[src/sv/double_ended_queue_assert.svh]
// Assertion macros for the double-ended queue.
// DEQ_ASSERT_NOW checks a consequent in the same cycle as its antecedent.
// DEQ_ASSERT_NEXT checks a consequent in the cycle after its antecedent.
// Both are sampled on clk and disabled while rst_n is low.
`ifndef DOUBLE_ENDED_QUEUE_ASSERT_SVH
`define DOUBLE_ENDED_QUEUE_ASSERT_SVH

`ifndef SYNTHESIS

`define DEQ_ASSERT_NOW(lbl, ante, cons, msg) \
  lbl: assert property (@(posedge clk) disable iff (!rst_n) (ante) |-> (cons)) \
    else $error(msg);

`define DEQ_ASSERT_NEXT(lbl, ante, cons, msg) \
  lbl: assert property (@(posedge clk) disable iff (!rst_n) (ante) |=> (cons)) \
    else $error(msg);

`else

`define DEQ_ASSERT_NOW(lbl, ante, cons, msg)

`define DEQ_ASSERT_NEXT(lbl, ante, cons, msg)

`endif

`endif

[src/sv/deq_pkg.sv]
`timescale 1ns / 1ps

package deq_pkg;

  // Command codes carried in the cmd field; codes above peek act as peek.
  localparam logic [2:0] CMD_PUSH_FRONT = 3'd0;
  localparam logic [2:0] CMD_PUSH_REAR  = 3'd1;
  localparam logic [2:0] CMD_POP_FRONT  = 3'd2;
  localparam logic [2:0] CMD_POP_REAR   = 3'd3;
  localparam logic [2:0] CMD_PEEK       = 3'd4;

  // Result status codes.
  typedef enum logic [1:0] {
    ST_DONE       = 2'd0,
    ST_POP_EMPTY  = 2'd1,
    ST_PUSH_FULL  = 2'd2
  } deq_status_t;

  // Operation broadcast to every cell of the chain.
  typedef enum logic [2:0] {
    OP_HOLD,
    OP_PUSH_F,
    OP_PUSH_R,
    OP_POP_F,
    OP_POP_R
  } cell_op_t;

  typedef struct packed {
    cell_op_t    op;
    logic [31:0] data;
  } deq_ctrl_t;

  typedef struct packed {
    logic [2:0]  cmd;
    logic [31:0] data_in;
  } deq_in_t;

  typedef struct packed {
    logic [31:0] front_value;
    logic [31:0] rear_value;
    logic [4:0]  fill_count;
    logic        empty_flag;
    logic        full_flag;
    logic [1:0]  status;
  } deq_out_t;

endpackage

[src/sv/double_ended_queue.sv]
// A result beat is offered in the cycle after its command beat is accepted.
// Throughput: one command per cycle; all cells of the chain update on the same clock edge.
// A result waiting under out_stall holds off the next command beat.
// Reset (rst_n low, synchronous) empties the queue and drops any pending result.
// Element storage in the cells is not reset and is never read before it is written.
`timescale 1ns / 1ps

`include "double_ended_queue_assert.svh"

module double_ended_queue
  import deq_pkg::*;
#(
  parameter int DEPTH      = 16,
  parameter int DATA_WIDTH = 32
) (
  input  logic     clk,
  input  logic     rst_n,
  input  logic     in_valid,
  output logic     in_stall,
  input  deq_in_t  in_data,
  output logic     out_valid,
  input  logic     out_stall,
  output deq_out_t out_data
);

  localparam int SW = (DATA_WIDTH < 32) ? DATA_WIDTH : 32;
  localparam int CW = $clog2(DEPTH + 1);

  logic [CW-1:0] count_r, count_nxt;
  logic          out_valid_r, out_valid_nxt;
  deq_status_t   status_r, status_nxt;
  logic          in_acc;
  logic          q_empty;
  logic          q_full;
  logic          cmd_ok;
  deq_ctrl_t     ctrl;
  logic [SW-1:0] f_q [DEPTH];
  logic [SW-1:0] r_q [DEPTH];
  logic [31:0]   cnt_ext;

  assign in_stall = out_valid_r && out_stall;
  assign in_acc   = in_valid && !in_stall;
  assign q_empty  = (count_r == '0);
  assign q_full   = (count_r == CW'(DEPTH));

  // Decode the command into a cell operation, a status and a new count.
  always_comb begin
    ctrl.op    = OP_HOLD;
    ctrl.data  = in_data.data_in;
    status_nxt = ST_DONE;
    count_nxt  = count_r;
    cmd_ok     = 1'b1;
    case (in_data.cmd)
      CMD_PUSH_FRONT, CMD_PUSH_REAR: begin
        if (q_full) begin
          status_nxt = ST_PUSH_FULL;
          cmd_ok     = 1'b0;
        end else begin
          ctrl.op   = (in_data.cmd == CMD_PUSH_FRONT) ? OP_PUSH_F : OP_PUSH_R;
          count_nxt = count_r + CW'(1);
        end
      end
      CMD_POP_FRONT, CMD_POP_REAR: begin
        if (q_empty) begin
          status_nxt = ST_POP_EMPTY;
          cmd_ok     = 1'b0;
        end else begin
          ctrl.op   = (in_data.cmd == CMD_POP_FRONT) ? OP_POP_F : OP_POP_R;
          count_nxt = count_r - CW'(1);
        end
      end
      default: begin
        ctrl.op = OP_HOLD;
      end
    endcase
    if (!in_acc) begin
      ctrl.op   = OP_HOLD;
      count_nxt = count_r;
    end
  end

  // Result beat handshake.
  always_comb begin
    out_valid_nxt = out_valid_r;
    if (in_acc) begin
      out_valid_nxt = 1'b1;
    end else if (!out_stall) begin
      out_valid_nxt = 1'b0;
    end
  end

  always_ff @(posedge clk) begin
    if (!rst_n) begin
      count_r     <= '0;
      out_valid_r <= 1'b0;
      status_r    <= ST_DONE;
    end else begin
      count_r     <= count_nxt;
      out_valid_r <= out_valid_nxt;
      if (in_acc) begin
        status_r <= status_nxt;
      end
    end
  end

  // Chain of cells: cell 0 holds the front and rear elements.
  for (genvar i = 0; i < DEPTH; i++) begin : g_cell
    logic [SW-1:0] f_prev, f_next, r_prev, r_next;

    if (i == 0) begin : g_first
      assign f_prev = '0;
      assign r_prev = '0;
    end else begin : g_mid
      assign f_prev = f_q[i-1];
      assign r_prev = r_q[i-1];
    end

    if (i == DEPTH - 1) begin : g_last
      assign f_next = f_q[i];
      assign r_next = r_q[i];
    end else begin : g_body
      assign f_next = f_q[i+1];
      assign r_next = r_q[i+1];
    end

    deq_cell #(
      .SW  (SW),
      .CW  (CW),
      .IDX (i)
    ) u_cell (
      .clk    (clk),
      .ctrl   (ctrl),
      .count  (count_r),
      .f_prev (f_prev),
      .f_next (f_next),
      .r_prev (r_prev),
      .r_next (r_next),
      .f_q    (f_q[i]),
      .r_q    (r_q[i])
    );
  end

  // The result reads the state left by the command; it holds while stalled
  // because no command is taken until the result beat completes.
  assign cnt_ext              = 32'(count_r);
  assign out_valid            = out_valid_r;
  assign out_data.front_value = q_empty ? 32'd0 : 32'(f_q[0]);
  assign out_data.rear_value  = q_empty ? 32'd0 : 32'(r_q[0]);
  assign out_data.fill_count  = cnt_ext[4:0];
  assign out_data.empty_flag  = q_empty;
  assign out_data.full_flag   = q_full;
  assign out_data.status      = status_r;

  `DEQ_ASSERT_NOW(a_count_range, 1'b1, count_r <= CW'(DEPTH), "count above capacity")
  `DEQ_ASSERT_NEXT(a_pop_empty, in_acc && q_empty && (in_data.cmd == CMD_POP_FRONT || in_data.cmd == CMD_POP_REAR), out_valid_r && status_r == ST_POP_EMPTY, "pop on empty not refused")
  `DEQ_ASSERT_NEXT(a_refused_hold, in_acc && !cmd_ok, $stable(count_r), "refused command changed count")
  `DEQ_ASSERT_NEXT(a_push_count, in_acc && cmd_ok && (in_data.cmd == CMD_PUSH_FRONT || in_data.cmd == CMD_PUSH_REAR), count_r == $past(count_r) + CW'(1), "push did not grow count")
  `DEQ_ASSERT_NOW(a_single_elem, out_valid_r && count_r == CW'(1), out_data.front_value == out_data.rear_value, "front and rear chains disagree")

endmodule

[src/sv/deq_cell.sv]
`timescale 1ns / 1ps

// One position of the queue. The cell holds two elements: the one at its
// distance from the front and the one at its distance from the rear. Pushes
// and pops at an end shift the matching chain by one position, while a push
// at the far end writes the cell whose index equals the current count.
module deq_cell
  import deq_pkg::*;
#(
  parameter int SW  = 32,
  parameter int CW  = 5,
  parameter int IDX = 0
) (
  input  logic          clk,
  input  deq_ctrl_t     ctrl,
  input  logic [CW-1:0] count,
  input  logic [SW-1:0] f_prev,
  input  logic [SW-1:0] f_next,
  input  logic [SW-1:0] r_prev,
  input  logic [SW-1:0] r_next,
  output logic [SW-1:0] f_q,
  output logic [SW-1:0] r_q
);

  logic [SW-1:0] f_r, f_nxt;
  logic [SW-1:0] r_r, r_nxt;
  logic [SW-1:0] din;
  logic          at_end;
  logic          at_head;

  assign din     = ctrl.data[SW-1:0];
  assign at_end  = (count == CW'(IDX));
  assign at_head = (IDX == 0);

  // Next value of both chain elements for the broadcast operation.
  always_comb begin
    f_nxt = f_r;
    r_nxt = r_r;
    case (ctrl.op)
      OP_PUSH_F: begin
        f_nxt = at_head ? din : f_prev;
        if (at_end) begin
          r_nxt = din;
        end
      end
      OP_PUSH_R: begin
        r_nxt = at_head ? din : r_prev;
        if (at_end) begin
          f_nxt = din;
        end
      end
      OP_POP_F: begin
        f_nxt = f_next;
      end
      OP_POP_R: begin
        r_nxt = r_next;
      end
      default: begin
        f_nxt = f_r;
        r_nxt = r_r;
      end
    endcase
  end

  always_ff @(posedge clk) begin
    f_r <= f_nxt;
    r_r <= r_nxt;
  end

  assign f_q = f_r;
  assign r_q = r_r;

endmodule

[config.mk]
export PLATFORM = sky130hd
export DESIGN_NAME = double_ended_queue
export DESIGN_NICKNAME = d
export VERILOG_FILES = /design/src/sv/deq_pkg.sv /design/src/sv/double_ended_queue.sv /design/src/sv/deq_cell.sv
export VERILOG_INCLUDE_DIRS = /design/src /design/src/sv
export SDC_FILE = /design/constraint.sdc
export NUM_CORES = 1
export LEC_CHECK = 0
export BUFFER_PORTS_ARGS = -buffer_cell sky130_fd_sc_hd__buf_2
export CAP_MARGIN = 20
export CORE_ASPECT_RATIO = 0.8
export CORE_MARGIN = 4
export CORE_UTILIZATION = 30
export CTS_BUF_LIST = sky130_fd_sc_hd__clkbuf_2 sky130_fd_sc_hd__clkbuf_4 sky130_fd_sc_hd__clkbuf_8
export DETAILED_ROUTE_END_ITERATION = 7
export GPL_TIMING_DRIVEN = 0
export SLEW_MARGIN = 10
export SYNTH_ARGS = -nofsm -noshare
export SYNTH_HDL_FRONTEND = slang
export SYNTH_SLANG_ARGS = --single-unit
[constraint.sdc]
create_clock -name clk -period 5.7 [get_ports clk]
set_input_delay 1.14 -clock clk [delete_from_list [all_inputs] [get_ports clk]]
set_output_delay 1.14 -clock clk [all_outputs]
set_load 0.02 [all_outputs]
==> results.md <==
- Worst EP arrival: 4.35 ns
- Vias per cell: just over 6
- Deepest clock path buffer count: 3
- DRT iter0 DRCs: 5048
- Max VDD drop: 0.210 mV
- Final hold slack: 0.472 ns
- H-tree depth: 4
- Crit. End Element: primary output
- RSZ-0062 raised after global routing: no
- Hold crit path type: flop to flop
- Placement Rows: roughly 130
- Worst-path cell chain: inv_1 > ha_1 > buf_2 > nand4_2 > inv_2 > clkbuf_1 > clkbuf_1 > nor2b_1 > buf_2
- Distinct cells, synth: 45
- GP Congestion: 0.854
- Global-route wire length before repair: 222 mm
- DRT antenna net count: 0
- DIE AREA: about 0.15 mm2
- Synth Instances: 2727
- Largest net degree at the start of global routing: 29
- Warnings, synthesis: 0
- Antenna violations before repair: 12
- GRT overflow: 0
- Final min period: 5.49 ns
- Largest cells by area after synthesis: edfxtp_1 69%, a221o_1 20%, buf_2 2.0%
- Reg2reg path depth: 14
- # port buffers: around 110
- Final hold viol count: 0
- CTS tree: built
- Area growth from synthesis to layout: 15.6%
- Yosys reg bits: 1032
- Slowest CP cell: clkbuf_1
- CTS resizes: 0
- Setup Skew: 0.0336 ns
- # nets final: 3079
- Hold Path End: status_r[0]$_SDFFE_PN0P_
- Routing usage on met1: 0.270
- Pwr Density: 317 mW/mm2
- Top FF cell, synth: edfxtp_1
- Sequential fraction of the synthesis area: 0.693
- Post-route insts no fill: 5123
- Crit Path Max Fanout: 10
- Worst-Margin Slew: 1.21 ns
- Share of layout cells above drive strength 1: 0.219
- Total GRT Usage: 0.195
- M2 GR Usage: 0.289
- DIE HEIGHT: 353 um
- Hold Crit Depth: 2
- CP max stage delay: between 0.9 and 1 ns
- Mapped Area: 0.0446 mm2
- Slew headroom: 0.194
- Met3 Usage GRT: 0.0633
- Sink Count: about 1000
- Gr busiest metal: met2
- Routed Wire Length: 159 mm
- Final setup vio count: 0
- Reg2reg end: g_cell[4].u_cell.f_q[8]$_DFFE_PP_
- Outcome: completed
- Vias in the first global route: 30200
- Root buffer cell: clkbuf_8
- Mean post-synth cell area: between 15 and 20 um2
- Clk Latency, worst-skew pair: between 0.8 and 0.9 ns
- Post-route design area: 0.0516 mm2
- Io pins: 114
- FF-to-FF Start: count_r[0]$_SDFFE_PN0P_
- Initial core utilization: 0.302
- Setup bufs post-CTS: 0
- Leakage: 17.3 nW
- Avg WL per Cell: between 30 and 40 um
- First-pass detailed-route iteration total: 6
- Async SR Flop Fraction: 0
- R2R Setup Slk: 1.70 ns
- DPL Wire Length: roughly 110 mm
- Commonest cells post-synth: 1024 x edfxtp_1, 896 x a221o_1, 182 x buf_2, 96 x clkbuf_1
- Worst setup SP type: flop
- Top-area cell type share of the netlist area: 0.689
- Max_cap viols: 0
- Inst Count DP: 4858
- Placed Area: 0.0487 mm2
- Slew Viols, Final: 0
- Hold wc startpoint: status_r[0]$_SDFFE_PN0P_
- Synth area leader: edfxtp_1
- Quantity of hold-fixing buffers added after cts: 0
- Worst path required time: 4.56 ns
- Residual DRC: 0
- Most common cell in the synthesized netlist: edfxtp_1
- Die span in x: approximately 440 um
- Vias: 31600
- Post-Synthesis Net Count: 2772
- Crit Path Category: flop to primary output
- Post-synth EDFFs: about 1000
- Max Clock Freq: 0.182 GHz
- CTS clock-pin slew for the worst setup and hold paths: 0.06 ns
- Num CTS Buffers: 157
- Crit share post-route: 0.963
- Core area: ~0.15 mm2
- Final core utilization: 0.349
==> layer usage <==
layer | vias up | share of wire
li1 | 12600 | -
met1 | 16300 | 0.40
met2 | 2346 | 0.44
met3 | 265 | 0.13
met4 | 2 | 0.029
met5 | - | 0.000050
==> per-stage QoR <==
step | setup slack [ns] | TNS [ns] | total power, mW
global placement | -1.27 | -413.59 | 10.4
detailed placement | 1.02 | 0 | 10.4
CTS | 0.173 | 0 | 16.3
global route | 0.115 | 0 | 16.8
floorplan | 1.48 | 0 | 9.79
finish | 0.214 | 0 | 16.3
==> placed cells by master (no fill, tap or decap), types with 16 or more instances in the layout <==
cell and count:
a21o_1 34, nand2_1 53, clkinv_1 35, buf_12 20, mux2_2 33, o21ai_0 66, clkbuf_1 96, a21oi_1 36
nand3_1 39, a21o_2 16, clkbuf_4 43, a221o_1 896, clkbuf_8 163, buf_2 294, nor2b_1 66, buf_4 20
inv_1 37, nor3_4 30, edfxtp_1 1024, buf_1 16
==> power breakdown <==
group | internal [mW] | switching (mW)
clock | 2.99 | 3.00
combinational | 0.524 | 0.968
sequential | 8.69 | 0.149
==> layout make-up <==
class | instances | area, um2
Antenna cell | 7 | 17.5
Buffer | 320 | 1550
Clock buffer | 206 | 2570
Clock inverter | 51 | 285
Fill cell | 14200 | 96000
Inverter | 40 | 150
Multi-Input combinational cell | 1335 | 12200
Sequential cell | 1032 | 30900
Tap cell | 1984 | 2480
Timing Repair Buffer | 148 | 1390
==> flip-flops by register name, indices dropped and copies added (netlist names) <==
register	cells
count_r	5
g_cell.u_cell.f_q	512
g_cell.u_cell.r_q	512
out_valid	1
status_r	2
==> worst max-delay path, delay by kind of cell (launching register included) <==
family	cells	cell delay [ns]
adder cells (fa/ha/maj)	1	0.15
flip-flops	1	0.39
AND/OR/NAND/NOR	2	0.55
buffers and inverters	6	2.40
==> cells by family after synthesis <==
| group | share of synthesized area |
|---|---|
| fa+ha+maj | 0.00168 |
| buf+inv | 0.0381 |
| simple gates | 0.0339 |
| compound gates | 0.224 |
| mux | 0.00855 |
| flops | 0.693 |
| xor+xnor | 0.000589 |
==> worst max-delay path by stage <==
stage                                        from  slack, ns                                  to
after detailed placement                out_stall       1.02   g_cell[6].u_cell.f_q[8]$_DFFE_PP_
after CTS                 count_r[0]$_SDFFE_PN0P_       0.17                        out_data[12]
after global routing      count_r[0]$_SDFFE_PN0P_       0.12                        out_data[13]
after global placement                  out_stall      -1.27  g_cell[0].u_cell.r_q[15]$_DFFE_PP_
after floorplan                       in_data[33]       1.48  g_cell[12].u_cell.f_q[0]$_DFFE_PP_
final                     count_r[0]$_SDFFE_PN0P_       0.21                        out_data[12]
Note: power is estimated with default switching activity, not from simulation.
